## src/rtl/dque_pkg.sv

```systemverilog
// Shared constants, operation codes and control types of the double-ended queue.
package dque_pkg;

    // Default ring capacity and fixed payload widths.
    localparam int DEPTH_DEFAULT = 16;
    localparam int KIND_W        = 3;
    localparam int DATA_W        = 32;
    localparam int STATUS_W      = 2;

    // Request kinds.
    localparam logic [KIND_W-1:0] KIND_PUSH_FRONT = 3'd0;
    localparam logic [KIND_W-1:0] KIND_PUSH_BACK  = 3'd1;
    localparam logic [KIND_W-1:0] KIND_POP_FRONT  = 3'd2;
    localparam logic [KIND_W-1:0] KIND_POP_BACK   = 3'd3;
    localparam logic [KIND_W-1:0] KIND_CLEAR      = 3'd4;
    localparam logic [KIND_W-1:0] KIND_QUERY      = 3'd5;

    // Result status codes.
    localparam logic [STATUS_W-1:0] STATUS_OK        = 2'd0;
    localparam logic [STATUS_W-1:0] STATUS_OVERFLOW  = 2'd1;
    localparam logic [STATUS_W-1:0] STATUS_UNDERFLOW = 2'd2;

    // Commands from the controller to the datapath.
    typedef struct packed {
        logic capture;
        logic exec;
        logic rd_capture;
        logic load_out;
    } t_dp_cmd;

    // Status from the datapath to the controller.
    typedef struct packed {
        logic need_read;
        logic out_free;
    } t_dp_stat;

endpackage

```

## src/rtl/dque_in_if.sv

```systemverilog
// Request channel of the double-ended queue.
interface dque_in_if;
    import dque_pkg::*;

    logic                     valid;
    logic                     ready;
    logic [KIND_W-1:0]        kind;
    logic signed [DATA_W-1:0] value;

    modport source (output valid, output kind, output value, input ready);
    modport sink   (input valid, input kind, input value, output ready);
endinterface

```

## src/rtl/dque_out_if.sv

```systemverilog
// Result channel of the double-ended queue.
interface dque_out_if #(
    parameter int CNT_W = 5
);
    import dque_pkg::*;

    logic                     valid;
    logic                     ready;
    logic [STATUS_W-1:0]      status;
    logic signed [DATA_W-1:0] removed_value;
    logic signed [DATA_W-1:0] front_value;
    logic signed [DATA_W-1:0] back_value;
    logic [CNT_W-1:0]         entry_count;
    logic                     is_empty;

    modport source (
        output valid, output status, output removed_value, output front_value,
        output back_value, output entry_count, output is_empty, input ready
    );
    modport sink (
        input valid, input status, input removed_value, input front_value,
        input back_value, input entry_count, input is_empty, output ready
    );
endinterface

```

## src/rtl/dque_dp.sv

```systemverilog
// Datapath of the double-ended queue: slot memory, ring pointers, end values, result register.
module dque_dp #(
    parameter  int DEPTH = dque_pkg::DEPTH_DEFAULT,
    localparam int IDX_W = $clog2(DEPTH),
    localparam int CNT_W = $clog2(DEPTH + 1)
) (
    input  logic                               i_clk,
    input  logic                               i_rst_n,
    input  dque_pkg::t_dp_cmd                  i_cmd,
    output dque_pkg::t_dp_stat                 o_stat,
    input  logic [dque_pkg::KIND_W-1:0]        i_kind,
    input  logic signed [dque_pkg::DATA_W-1:0] i_value,
    input  logic                               i_out_ready,
    output logic                               o_out_valid,
    output logic [dque_pkg::STATUS_W-1:0]      o_status,
    output logic signed [dque_pkg::DATA_W-1:0] o_removed_value,
    output logic signed [dque_pkg::DATA_W-1:0] o_front_value,
    output logic signed [dque_pkg::DATA_W-1:0] o_back_value,
    output logic [CNT_W-1:0]                   o_entry_count,
    output logic                               o_is_empty
);
    import dque_pkg::*;

    localparam logic [IDX_W-1:0] LAST_IDX = IDX_W'(DEPTH - 1);
    localparam logic [CNT_W-1:0] FULL_CNT = CNT_W'(DEPTH);

    // Ring index steps with wrap at the capacity.
    function automatic logic [IDX_W-1:0] idx_inc(input logic [IDX_W-1:0] idx);
        return (idx == LAST_IDX) ? '0 : idx + IDX_W'(1);
    endfunction

    function automatic logic [IDX_W-1:0] idx_dec(input logic [IDX_W-1:0] idx);
        return (idx == '0) ? LAST_IDX : idx - IDX_W'(1);
    endfunction

    // Captured request.
    logic [KIND_W-1:0]        r_kind;
    logic signed [DATA_W-1:0] r_value;

    // Ring state: front index, next free slot at the back, entry count.
    logic [IDX_W-1:0] r_first, n_first;
    logic [IDX_W-1:0] r_tail, n_tail;
    logic [CNT_W-1:0] r_count, n_count;

    // Cached end values and per-request results.
    logic signed [DATA_W-1:0] r_front, n_front;
    logic signed [DATA_W-1:0] r_back, n_back;
    logic [STATUS_W-1:0]      r_status, n_status;
    logic signed [DATA_W-1:0] r_removed, n_removed;

    // Slot memory and its registered read port.
    logic signed [DATA_W-1:0] r_mem [DEPTH];
    logic signed [DATA_W-1:0] r_rd_data;
    logic                     r_rd_front, n_rd_front;
    logic                     n_need_read;
    logic                     w_wr_en;
    logic [IDX_W-1:0]         w_wr_addr;
    logic [IDX_W-1:0]         w_rd_addr;

    // Result register.
    logic                     r_out_valid;
    logic [STATUS_W-1:0]      r_o_status;
    logic signed [DATA_W-1:0] r_o_removed;
    logic signed [DATA_W-1:0] r_o_front;
    logic signed [DATA_W-1:0] r_o_back;
    logic [CNT_W-1:0]         r_o_count;

    logic w_full;
    logic w_empty;

    assign w_full  = (r_count == FULL_CNT);
    assign w_empty = (r_count == '0);

    // Capture the request on an accepted transaction.
    always_ff @(posedge i_clk) begin
        if (i_cmd.capture) begin
            r_kind  <= i_kind;
            r_value <= i_value;
        end
    end

    // Next ring state, memory access and results for the captured request.
    always_comb begin
        n_first     = r_first;
        n_tail      = r_tail;
        n_count     = r_count;
        n_front     = r_front;
        n_back      = r_back;
        n_status    = STATUS_OK;
        n_removed   = '0;
        n_need_read = 1'b0;
        n_rd_front  = 1'b1;
        w_wr_en     = 1'b0;
        w_wr_addr   = r_tail;
        w_rd_addr   = r_first;
        case (r_kind)
            KIND_PUSH_FRONT: begin
                if (w_full) begin
                    n_status = STATUS_OVERFLOW;
                end else begin
                    n_first   = idx_dec(r_first);
                    w_wr_en   = 1'b1;
                    w_wr_addr = idx_dec(r_first);
                    n_count   = r_count + CNT_W'(1);
                    n_front   = r_value;
                    if (w_empty) begin
                        n_back = r_value;
                    end
                end
            end
            KIND_PUSH_BACK: begin
                if (w_full) begin
                    n_status = STATUS_OVERFLOW;
                end else begin
                    n_tail    = idx_inc(r_tail);
                    w_wr_en   = 1'b1;
                    w_wr_addr = r_tail;
                    n_count   = r_count + CNT_W'(1);
                    n_back    = r_value;
                    if (w_empty) begin
                        n_front = r_value;
                    end
                end
            end
            KIND_POP_FRONT: begin
                if (w_empty) begin
                    n_status = STATUS_UNDERFLOW;
                end else begin
                    n_removed = r_front;
                    n_first   = idx_inc(r_first);
                    n_count   = r_count - CNT_W'(1);
                    // The new front comes from memory unless the queue drains.
                    if (r_count != CNT_W'(1)) begin
                        n_need_read = 1'b1;
                        n_rd_front  = 1'b1;
                        w_rd_addr   = idx_inc(r_first);
                    end
                end
            end
            KIND_POP_BACK: begin
                if (w_empty) begin
                    n_status = STATUS_UNDERFLOW;
                end else begin
                    n_removed = r_back;
                    n_tail    = idx_dec(r_tail);
                    n_count   = r_count - CNT_W'(1);
                    // The new back sits two slots before the old free slot.
                    if (r_count != CNT_W'(1)) begin
                        n_need_read = 1'b1;
                        n_rd_front  = 1'b0;
                        w_rd_addr   = idx_dec(idx_dec(r_tail));
                    end
                end
            end
            KIND_CLEAR: begin
                n_first = '0;
                n_tail  = '0;
                n_count = '0;
            end
            default: begin
            end
        endcase
    end

    // Ring pointers and count.
    always_ff @(posedge i_clk) begin
        if (!i_rst_n) begin
            r_first <= '0;
            r_tail  <= '0;
            r_count <= '0;
        end else if (i_cmd.exec) begin
            r_first <= n_first;
            r_tail  <= n_tail;
            r_count <= n_count;
        end
    end

    // End values, request results and the refill from the memory read.
    always_ff @(posedge i_clk) begin
        if (i_cmd.exec) begin
            r_front    <= n_front;
            r_back     <= n_back;
            r_status   <= n_status;
            r_removed  <= n_removed;
            r_rd_front <= n_rd_front;
        end else if (i_cmd.rd_capture) begin
            if (r_rd_front) begin
                r_front <= r_rd_data;
            end else begin
                r_back <= r_rd_data;
            end
        end
    end

    // Slot memory: at most one write and one registered read per request.
    always_ff @(posedge i_clk) begin
        if (i_cmd.exec && w_wr_en) begin
            r_mem[w_wr_addr] <= r_value;
        end
        if (i_cmd.exec) begin
            r_rd_data <= r_mem[w_rd_addr];
        end
    end

    // Result register valid flag.
    always_ff @(posedge i_clk) begin
        if (!i_rst_n) begin
            r_out_valid <= 1'b0;
        end else if (i_cmd.load_out) begin
            r_out_valid <= 1'b1;
        end else if (i_out_ready) begin
            r_out_valid <= 1'b0;
        end
    end

    // Result payload; both end values read as zero when the queue is empty.
    always_ff @(posedge i_clk) begin
        if (i_cmd.load_out) begin
            r_o_status  <= r_status;
            r_o_removed <= r_removed;
            r_o_front   <= w_empty ? '0 : r_front;
            r_o_back    <= w_empty ? '0 : r_back;
            r_o_count   <= r_count;
        end
    end

    assign o_stat.need_read = n_need_read;
    assign o_stat.out_free  = !r_out_valid || i_out_ready;

    assign o_out_valid     = r_out_valid;
    assign o_status        = r_o_status;
    assign o_removed_value = r_o_removed;
    assign o_front_value   = r_o_front;
    assign o_back_value    = r_o_back;
    assign o_entry_count   = r_o_count;
    assign o_is_empty      = (r_o_count == '0);

    // Expected free slot, from the front index and the count.
    logic [CNT_W:0]   w_ring_sum;
    logic [IDX_W-1:0] w_tail_chk;

    assign w_ring_sum = (CNT_W+1)'(r_first) + (CNT_W+1)'(r_count);
    assign w_tail_chk = (w_ring_sum >= (CNT_W+1)'(DEPTH))
                        ? IDX_W'(w_ring_sum - (CNT_W+1)'(DEPTH))
                        : IDX_W'(w_ring_sum);

    // The count never exceeds the capacity.
    a_count_bound: assert property (@(posedge i_clk) disable iff (!i_rst_n)
        r_count <= FULL_CNT)
        else $error("entry count beyond capacity");

    // The back pointer always agrees with the front pointer and the count.
    a_tail_consistent: assert property (@(posedge i_clk) disable iff (!i_rst_n)
        r_tail == w_tail_chk)
        else $error("ring pointers out of step with the count");

    // A clear leaves an empty ring at slot zero.
    a_clear_empties: assert property (@(posedge i_clk) disable iff (!i_rst_n)
        i_cmd.exec && (r_kind == KIND_CLEAR) |=> (r_count == '0) && (r_first == '0))
        else $error("clear did not empty the ring");

endmodule

```

## src/rtl/dque_ctrl.sv

```systemverilog
// Controller state machine of the double-ended queue.
module dque_ctrl (
    input  logic               i_clk,
    input  logic               i_rst_n,
    input  logic               i_in_valid,
    output logic               o_in_ready,
    input  dque_pkg::t_dp_stat i_stat,
    output dque_pkg::t_dp_cmd  o_cmd
);
    import dque_pkg::*;

    localparam logic [1:0] S_IDLE = 2'd0;
    localparam logic [1:0] S_EXEC = 2'd1;
    localparam logic [1:0] S_READ = 2'd2;
    localparam logic [1:0] S_DONE = 2'd3;

    logic [1:0] r_state, n_state;

    // Next state and datapath commands.
    always_comb begin
        n_state          = r_state;
        o_in_ready       = 1'b0;
        o_cmd.capture    = 1'b0;
        o_cmd.exec       = 1'b0;
        o_cmd.rd_capture = 1'b0;
        o_cmd.load_out   = 1'b0;
        case (r_state)
            S_IDLE: begin
                o_in_ready = 1'b1;
                if (i_in_valid) begin
                    o_cmd.capture = 1'b1;
                    n_state       = S_EXEC;
                end
            end
            S_EXEC: begin
                o_cmd.exec = 1'b1;
                n_state    = i_stat.need_read ? S_READ : S_DONE;
            end
            S_READ: begin
                o_cmd.rd_capture = 1'b1;
                n_state          = S_DONE;
            end
            S_DONE: begin
                // Wait until the result register can take the new result.
                if (i_stat.out_free) begin
                    o_cmd.load_out = 1'b1;
                    n_state        = S_IDLE;
                end
            end
            default: begin
                n_state = S_IDLE;
            end
        endcase
    end

    // State register.
    always_ff @(posedge i_clk) begin
        if (!i_rst_n) begin
            r_state <= S_IDLE;
        end else begin
            r_state <= n_state;
        end
    end

    // At most one datapath command is issued per cycle.
    a_cmd_exclusive: assert property (@(posedge i_clk) disable iff (!i_rst_n)
        $onehot0({o_cmd.capture, o_cmd.exec, o_cmd.rd_capture, o_cmd.load_out}))
        else $error("several datapath commands at once");

    // A result is only loaded when the result register is free.
    a_load_when_free: assert property (@(posedge i_clk) disable iff (!i_rst_n)
        o_cmd.load_out |-> i_stat.out_free)
        else $error("result register overwritten");

    // Execution is followed by the memory refill or the result stage.
    a_exec_follow: assert property (@(posedge i_clk) disable iff (!i_rst_n)
        o_cmd.exec |=> (r_state == S_READ) || (r_state == S_DONE))
        else $error("unexpected state after execution");

endmodule

```

## src/rtl/double_ended_queue.sv

```systemverilog
// Top level of the bounded double-ended queue of signed 32-bit values.
//
// Usage: requests arrive on i_in (valid/ready), each carrying a kind (push
// front, push back, pop front, pop back, clear, query) and a value used by
// the pushes. Every accepted transaction yields exactly one result on o_out:
// status (ok, overflow, underflow), the popped value, both end values, the
// entry count and an empty flag, all describing the queue after the request.
//
// Timing: a request is accepted in the idle state, executed in the next
// cycle and, for a pop that leaves entries behind, followed by a read
// state in which the new end value is fetched through the registered
// memory read port. The result is then loaded in the done state once the
// result register is free, and the block takes no new request until it
// has loaded the result of the last one, since it handles one request at
// a time around the registered memory read.
//
// Reset empties the queue (front at slot zero, count zero) and drops any
// pending result; slot contents are not cleared. While the receiver holds
// ready low the result register keeps its transaction, the next request is
// still accepted and executed, and it waits until the register frees.
module double_ended_queue #(
    parameter  int DEPTH = dque_pkg::DEPTH_DEFAULT,
    localparam int CNT_W = $clog2(DEPTH + 1)
) (
    input  logic        i_clk,
    input  logic        i_rst_n,
    dque_in_if.sink     i_in,
    dque_out_if.source  o_out
);
    import dque_pkg::*;

    t_dp_cmd  w_cmd;
    t_dp_stat w_stat;

    logic [CNT_W-1:0] w_entry_count;

    // Sequencing of each request.
    dque_ctrl u_ctrl (
        .i_clk      (i_clk),
        .i_rst_n    (i_rst_n),
        .i_in_valid (i_in.valid),
        .o_in_ready (i_in.ready),
        .i_stat     (w_stat),
        .o_cmd      (w_cmd)
    );

    // Ring storage and result register.
    dque_dp #(
        .DEPTH (DEPTH)
    ) u_dp (
        .i_clk           (i_clk),
        .i_rst_n         (i_rst_n),
        .i_cmd           (w_cmd),
        .o_stat          (w_stat),
        .i_kind          (i_in.kind),
        .i_value         (i_in.value),
        .i_out_ready     (o_out.ready),
        .o_out_valid     (o_out.valid),
        .o_status        (o_out.status),
        .o_removed_value (o_out.removed_value),
        .o_front_value   (o_out.front_value),
        .o_back_value    (o_out.back_value),
        .o_entry_count   (w_entry_count),
        .o_is_empty      (o_out.is_empty)
    );

    assign o_out.entry_count = w_entry_count;

endmodule

```

## src/flat_wrapper.sv

```systemverilog
// flat-port wrapper written by rule: the top's interface ports become plain ports
module double_ended_queue_flat import dque_pkg::*;
#(
    parameter  int DEPTH = dque_pkg::DEPTH_DEFAULT,
    localparam int CNT_W = $clog2(DEPTH + 1)
)
  (i_clk, i_rst_n, i_in_valid, i_in_kind, i_in_value, i_in_ready, o_out_valid, o_out_status, o_out_removed_value, o_out_front_value, o_out_back_value, o_out_entry_count, o_out_is_empty, o_out_ready);
  dque_in_if i_in_i ();
  dque_out_if #(.CNT_W(($clog2(DEPTH + 1)))) o_out_i ();
  input  logic i_clk;
  input  logic i_rst_n;
  input wire logic [$bits(i_in_i.valid)-1:0] i_in_valid;
  input wire logic [$bits(i_in_i.kind)-1:0] i_in_kind;
  input wire logic [$bits(i_in_i.value)-1:0] i_in_value;
  output wire logic [$bits(i_in_i.ready)-1:0] i_in_ready;
  output wire logic [$bits(o_out_i.valid)-1:0] o_out_valid;
  output wire logic [$bits(o_out_i.status)-1:0] o_out_status;
  output wire logic [$bits(o_out_i.removed_value)-1:0] o_out_removed_value;
  output wire logic [$bits(o_out_i.front_value)-1:0] o_out_front_value;
  output wire logic [$bits(o_out_i.back_value)-1:0] o_out_back_value;
  output wire logic [$bits(o_out_i.entry_count)-1:0] o_out_entry_count;
  output wire logic [$bits(o_out_i.is_empty)-1:0] o_out_is_empty;
  input wire logic [$bits(o_out_i.ready)-1:0] o_out_ready;
  assign i_in_i.valid = i_in_valid;
  assign i_in_i.kind = i_in_kind;
  assign i_in_i.value = i_in_value;
  assign i_in_ready = i_in_i.ready;
  assign o_out_valid = o_out_i.valid;
  assign o_out_status = o_out_i.status;
  assign o_out_removed_value = o_out_i.removed_value;
  assign o_out_front_value = o_out_i.front_value;
  assign o_out_back_value = o_out_i.back_value;
  assign o_out_entry_count = o_out_i.entry_count;
  assign o_out_is_empty = o_out_i.is_empty;
  assign o_out_i.ready = o_out_ready;
  double_ended_queue #(.DEPTH(DEPTH)) u_core (.i_clk(i_clk), .i_rst_n(i_rst_n), .i_in(i_in_i), .o_out(o_out_i));
endmodule
```

## config.mk

```make
export PLATFORM = sky130hd
export DESIGN_NAME = double_ended_queue_flat
export DESIGN_NICKNAME = d
export VERILOG_FILES = /design/src/rtl/dque_pkg.sv /design/src/rtl/dque_in_if.sv /design/src/rtl/dque_out_if.sv /design/src/rtl/dque_dp.sv /design/src/rtl/dque_ctrl.sv /design/src/rtl/double_ended_queue.sv /design/src/flat_wrapper.sv
export SDC_FILE = /design/constraint.sdc
export NUM_CORES = 1
export LEC_CHECK = 0
export BUFFER_PORTS_ARGS = -buffer_cell sky130_fd_sc_hd__buf_2
export CORE_MARGIN = 2
export CORE_UTILIZATION = 25
export CTS_BUF_LIST = sky130_fd_sc_hd__clkbuf_8
export DETAILED_ROUTE_END_ITERATION = 8
export PLACE_DENSITY = 0.46
export REMOVE_ABC_BUFFERS = 1
export SLEW_MARGIN = 30
export SYNTH_ARGS = -nofsm -noshare
export SYNTH_HDL_FRONTEND = slang
export SYNTH_SLANG_ARGS = --single-unit
```

## constraint.sdc

```tcl
create_clock -name i_clk -period 15.8 [get_ports i_clk]
set_clock_uncertainty 0.15 [all_clocks]
set_input_delay 3.16 -clock i_clk [delete_from_list [all_inputs] [get_ports i_clk]]
set_output_delay 3.16 -clock i_clk [all_outputs]
set_load 0.1 [all_outputs]
```

==> results by stage <==
Status:
- The run finished with clean final reports.

Worst setup path:
- The number of cells on the worst reg-to-reg path is 11.
- The critical path startpoint category is a flop.
- The critical path ends at u_core.u_dp.r_rd_data[13]$_DFFE_PP_.
- At the worst endpoint, the required time is approximately 16 ns.
- Data arrives at the worst endpoint at 5.91 ns.
- In this run the worst setup path begins at u_core.u_dp.r_kind[1]$_DFFE_PP_.
- The critical path goes through nor2b_1 -> o41a_4 -> mux2i_4 -> buf_4 -> buf_6 -> buf_12 -> buf_16 -> mux2i_1 -> mux2i_1 -> a22oi_1 -> o221ai_1.
- The cell type of the slowest stage on the worst timing path is sky130_fd_sc_hd__nor2b_1.
- The setup check on the worst reg-to-reg path leaves a slack of approximately 10 ns.
- In this design, the critical path's most frequently occurring cell is sky130_fd_sc_hd__mux2i_1.
- Of all nets on the critical path, the largest fanout is 90.
- On the worst path, the slowest cell contributes a delay of approximately 0.72 ns.
- The sort of element at the end of the critical path is a flop.
- The type of the setup path with the least slack is reg -> reg.
- The launch instance of the worst register-to-register path is u_core.u_dp.r_kind[1]$_DFFE_PP_.
- The endpoint of the worst register-to-register path is u_core.u_dp.r_rd_data[13]$_DFFE_PP_.

Clock tree:
- After clock tree synthesis, the clock-pin slew on the worst setup and hold paths is approximately 0.06 ns.
- TritonCTS built the clock tree.
- The number of gates given a new drive strength after cts is 0.
- The H-tree was split into 4 levels.
- The latest clock arrival within the worst-skew pair is about 0.77 ns.
- The clock net in this run drives a total of ~800 sinks.
- The maximum buffer depth of the clock tree is 3.
- The post-CTS setup repair buffer count is 0.
- The number of buffers added by the clock tree synthesis step is around 130.
- The cts-stage hold buffer count is 0.
- Clock tree synthesis selected as its root buffer the cell sky130_fd_sc_hd__clkbuf_8.

Synthesis:
- The mapped netlist covers approximately 0.031 mm².
- For this run, the register share of the synthesized area comes to 75.8%.
- The number of warnings printed during yosys synthesis is 0.
- The count of flip-flops with a built-in enable after synthesis is 781.
- Synthesis inferred approximately 800 register bits.
- The mean instance size in the synthesized netlist is 17.4 µm².
- The most instantiated flip-flop cell in the synthesis netlist is sky130_fd_sc_hd__edfxtp_1.
- After technology mapping, the gate count stands at 1804.
- After synthesis, the share of flip-flops with an asynchronous set or reset is 0%.
- Yosys mapped the design onto 56 distinct sky130hd cell types.

Floorplanning:
- The die is ~360 µm wide.
- The die covers 0.128 mm².
- The initialized floorplan defines about 130 standard-cell rows.
- For this design the top-level I/O count stands at between 100 and 150.
- The die height is between 300 and 400 µm.
- The floorplan step defined a core boundary enclosing 0.124 mm².
- The initial utilization of the core area, before any placement, comes to approximately 25%.

STA:
- Hold is met by ~0.25 ns.
- The final count of negative-setup-slack endpoints is 0.
- The clock period minus worst slack is approximately 5.6 ns.
- The share of the clock period used by the worst path is 35.4%.
- The actual slew at the worst max-slew pin is between 0.9 and 1 ns.
- The number of endpoints with negative hold slack in the final report was 0.
- In the final timing run, aggregate negative setup slack is 0 ns.
- The worst pin sits at a relative slew slack of a little under 40%.
- The count of final max-slew check failures is 0.
- Setup repair after global routing left no endpoint under its margin.
- Derived from the worst setup path, the maximum achievable clock frequency is between 0.15 and 0.2 GHz.

Power and ir drop:
- For this design the static power due to leakage is between 10 and 15 nW.
- Across the VDD grid, the largest voltage drop is 0.0918 mV.
- Sequential cells burn a little under half of the power.
- The share of total power in combinational logic is about 28%.
- In this run switching power makes up between 30% and 40% of total power.
- Dividing total power by cell area gives a power density of ~170 mW/mm².
- The clock network is responsible for 26.1% of the overall power.
- The net switching power of the design is 2.18 mW.
- The internal portion of the total power is just over 4 mW.

Drt:
- In the final routed layout, each cell accounts on average for between 20 and 25 µm.
- For this block, the via count after detailed routing is roughly 16000.
- After detailed routing, the number of remaining DRC violations is 0.
- The first TritonRoute pass finished after 5 iterations.
- The remaining antenna violation count after routing is 0.
- The number of DRC markers in iteration 0 is approximately 1200.
- After detailed routing, the number of vias per cell comes to approximately 4.3.
- Summed over all layers, the routed wires come to 77000 µm.

Layout:
- The fill cell total of the finished layout is ~12000.
- The leading cell type in the layout, fill and taps excluded is sky130_fd_sc_hd__edfxtp_1.
- The layout cell share with drive strength beyond 1 is approximately 21%.
- For this run, the share of the core covered by cells in the final layout is between 20% and 30%.
- The library cells used most frequently in the layout, excluding fill and tap cells, are sky130_fd_sc_hd__edfxtp_1 (781), sky130_fd_sc_hd__mux2i_1 (292), sky130_fd_sc_hd__buf_2 (144), sky130_fd_sc_hd__clkbuf_8 (137), sky130_fd_sc_hd__nor2_1 (120).
- Leaving out filler cells and counting taps, the final layout contains roughly 3800.
- The relative area change from synthesis to final layout is 16.3%.
- The post-layout net count is 2080.

Global route:
- Entering global routing, the biggest net connects 148 pins.
- The first global-routing pass estimated approximately 110000 µm of wire.
- The number of antenna violations at the first check in global routing is 12.
- The number of global-route vias before repair is around 17000.
- The remaining global-route overflow is 0.
- The total global routing track utilization is approximately an eighth.

Placed design:
- The post-detailed-placement half-perimeter wirelength is around 42000 µm.
- The placed instance count is 3529.
- The number of buffers added on ports is roughly 140.
- The final weighted congestion of routability-driven global placement is around 0.71.

Flow run:
- The tool flagged a number of max-cap violations equal to 0.

Min path:
- The type of the worst min-delay path is reg -> reg.
## routing by layer
| layer | up-vias | share of wire [%] | track usage, % |
|---|---|---|---|
| met1 | 8123 | 44 | 14.9 |
| met4 | 12 | 2.5 | 4.23 |
| met2 | 369 | 49 | 20.0 |
| li1 | 7466 | - | - |
| met5 | - | 0.093 | 0 |
| met3 | 141 | 5.1 | 3.04 |
## per-stage QoR
step           total power, mW  setup slack, ns  instance area, µm²
6_report                  6.33            10.20               36500
5_1_grt                   6.68             9.85               36500
4_1_cts                   6.44            10.10               36400
3_5_place_dp              4.75            10.13               34100
3_3_place_gp              4.72            10.19               34100
2_1_floorplan             4.39             3.65               30800
## kinds of logic (layout without fill, tap and decap cells)
family                     count (synthesis)  after routing  synth area share (%)
DFF                                      797            797                  75.8
buffers and inverters                    107            429                  1.91
muxes                                    390            390                  12.9
adders and majority gates                 15             15                 0.598
and+or+nand+nor                          282            282                  4.27
xor gates and xnor gates                   5              5                 0.140
AOI/OAI and AO/OA                        208            208                  4.42
other                                      0              3                     0
## Yosys cell counts (2+ instances only)
library cell	instances	area [µm²]
sky130_fd_sc_hd__edfxtp_1	781	23500
sky130_fd_sc_hd__mux2i_1	292	2920
sky130_fd_sc_hd__nor2_1	138	518
sky130_fd_sc_hd__a21oi_1	82	410
sky130_fd_sc_hd__and2_1	69	432
sky130_fd_sc_hd__mux2_2	56	631
sky130_fd_sc_hd__mux2_1	41	462
sky130_fd_sc_hd__a22oi_1	35	263
sky130_fd_sc_hd__clkbuf_1	35	131
sky130_fd_sc_hd__o221ai_1	33	289
sky130_fd_sc_hd__nand2_1	30	113
sky130_fd_sc_hd__o21ai_0	21	105
sky130_fd_sc_hd__buf_2	18	90.1
sky130_fd_sc_hd__buf_4	16	120
sky130_fd_sc_hd__dfxtp_1	16	320
sky130_fd_sc_hd__buf_6	15	169
sky130_fd_sc_hd__ha_1	15	188
sky130_fd_sc_hd__inv_1	13	48.8
sky130_fd_sc_hd__buf_1	9	33.8
sky130_fd_sc_hd__nand3_1	9	45.0
sky130_fd_sc_hd__nor2b_1	8	50.1
sky130_fd_sc_hd__a211oi_1	6	45.0
sky130_fd_sc_hd__nor3_1	5	25.0
sky130_fd_sc_hd__nand2b_1	4	25.0
sky130_fd_sc_hd__o22ai_1	4	25.0
sky130_fd_sc_hd__or3_1	4	25.0
sky130_fd_sc_hd__xor2_1	4	35.0
sky130_fd_sc_hd__a31oi_1	3	18.8
sky130_fd_sc_hd__nand4_1	3	18.8
sky130_fd_sc_hd__o21ai_1	3	15.0
sky130_fd_sc_hd__o31ai_1	3	22.5
sky130_fd_sc_hd__or2_2	3	18.8
sky130_fd_sc_hd__a311oi_1	2	17.5
sky130_fd_sc_hd__and3_1	2	12.5
sky130_fd_sc_hd__nor3b_1	2	15.0
sky130_fd_sc_hd__o21a_1	2	15.0
sky130_fd_sc_hd__o32ai_1	2	17.5
sky130_fd_sc_hd__or4_1	2	15.0
## cell type report
type / instances / area [µm²] / area share [%]
Multi-Input combinational cell: 900 / 7190 / 19.7
Clock buffer: 137 / 1890 / 5.17
Clock inverter: 96 / 480 / 1.32
Inverter: 13 / 48.8 / 0.134
Sequential cell: 797 / 23800 / 65.1
Timing Repair Buffer: 183 / 1060 / 2.90
Tap cell: 1637 / 2050 / 5.61
Antenna cell: 3 / 7.51 / 0.0206
## sequential cells by signal (all words and copies together) (netlist names)
| register | count |
|---|---|
| u_core.u_dp.r_mem | 512 |
| u_core.u_dp.o_back_value | 32 |
| u_core.u_dp.o_front_value | 32 |
| u_core.u_dp.o_removed_value | 32 |
| u_core.u_dp.r_back | 32 |
| u_core.u_dp.r_front | 32 |
| u_core.u_dp.r_rd_data | 32 |
| u_core.u_dp.r_removed | 32 |
| u_core.u_dp.r_value | 32 |
| u_core.u_dp.o_entry_count | 5 |
| u_core.u_dp.r_count | 5 |
| u_core.u_dp.r_first | 4 |
| u_core.u_dp.r_tail | 4 |
| u_core.u_dp.r_kind | 3 |
| u_core.u_ctrl.r_state | 2 |
| u_core.u_dp.o_status | 2 |
| u_core.u_dp.r_status | 2 |
| u_core.u_dp.o_out_valid | 1 |
| u_core.u_dp.r_rd_front | 1 |
## power by group through the flow
| stage | Combinational, mW | Sequential (mW) | Clock [mW] |
|---|---|---|---|
| 6_report | 1.76 | 2.92 | 1.65 |
| 5_1_grt | 1.91 | 2.95 | 1.81 |
| 4_1_cts | 1.79 | 2.93 | 1.72 |
| 3_5_place_dp | 1.78 | 2.97 | 0 |
| 3_3_place_gp | 1.77 | 2.96 | 0 |
| 2_1_floorplan | 1.21 | 3.17 | 0 |
## worst min path at each step
stage	startpoint	endpoint	slack (ns)	depth (start not counted)
6_report	u_core.u_dp.r_removed[9]$_DFFE_PP_	u_core.u_dp.o_removed_value[9]$_DFFE_PP_	0.25	0
3_5_place_dp	u_core.u_dp.r_removed[2]$_DFFE_PP_	u_core.u_dp.o_removed_value[2]$_DFFE_PP_	0.25	0
4_1_cts	u_core.u_dp.r_removed[9]$_DFFE_PP_	u_core.u_dp.o_removed_value[9]$_DFFE_PP_	0.25	0
5_1_grt	u_core.u_dp.r_removed[9]$_DFFE_PP_	u_core.u_dp.o_removed_value[9]$_DFFE_PP_	0.26	0
3_3_place_gp	u_core.u_dp.r_status[1]$_DFFE_PP_	u_core.u_dp.o_status[1]$_DFFE_PP_	0.25	0
2_1_floorplan	u_core.u_dp.r_removed[0]$_DFFE_PP_	u_core.u_dp.o_removed_value[0]$_DFFE_PP_	0.25	0
## worst max-delay path, delay by kind of cell (launching register included)
family,cells,cell delay [ns]
DFF,1,0.61
muxes,3,0.61
buffers and inverters,4,2.19
and+or+nand+nor,1,0.72
AOI/OAI and AO/OA,3,0.73
Note: power is estimated with default switching activity, not from simulation.
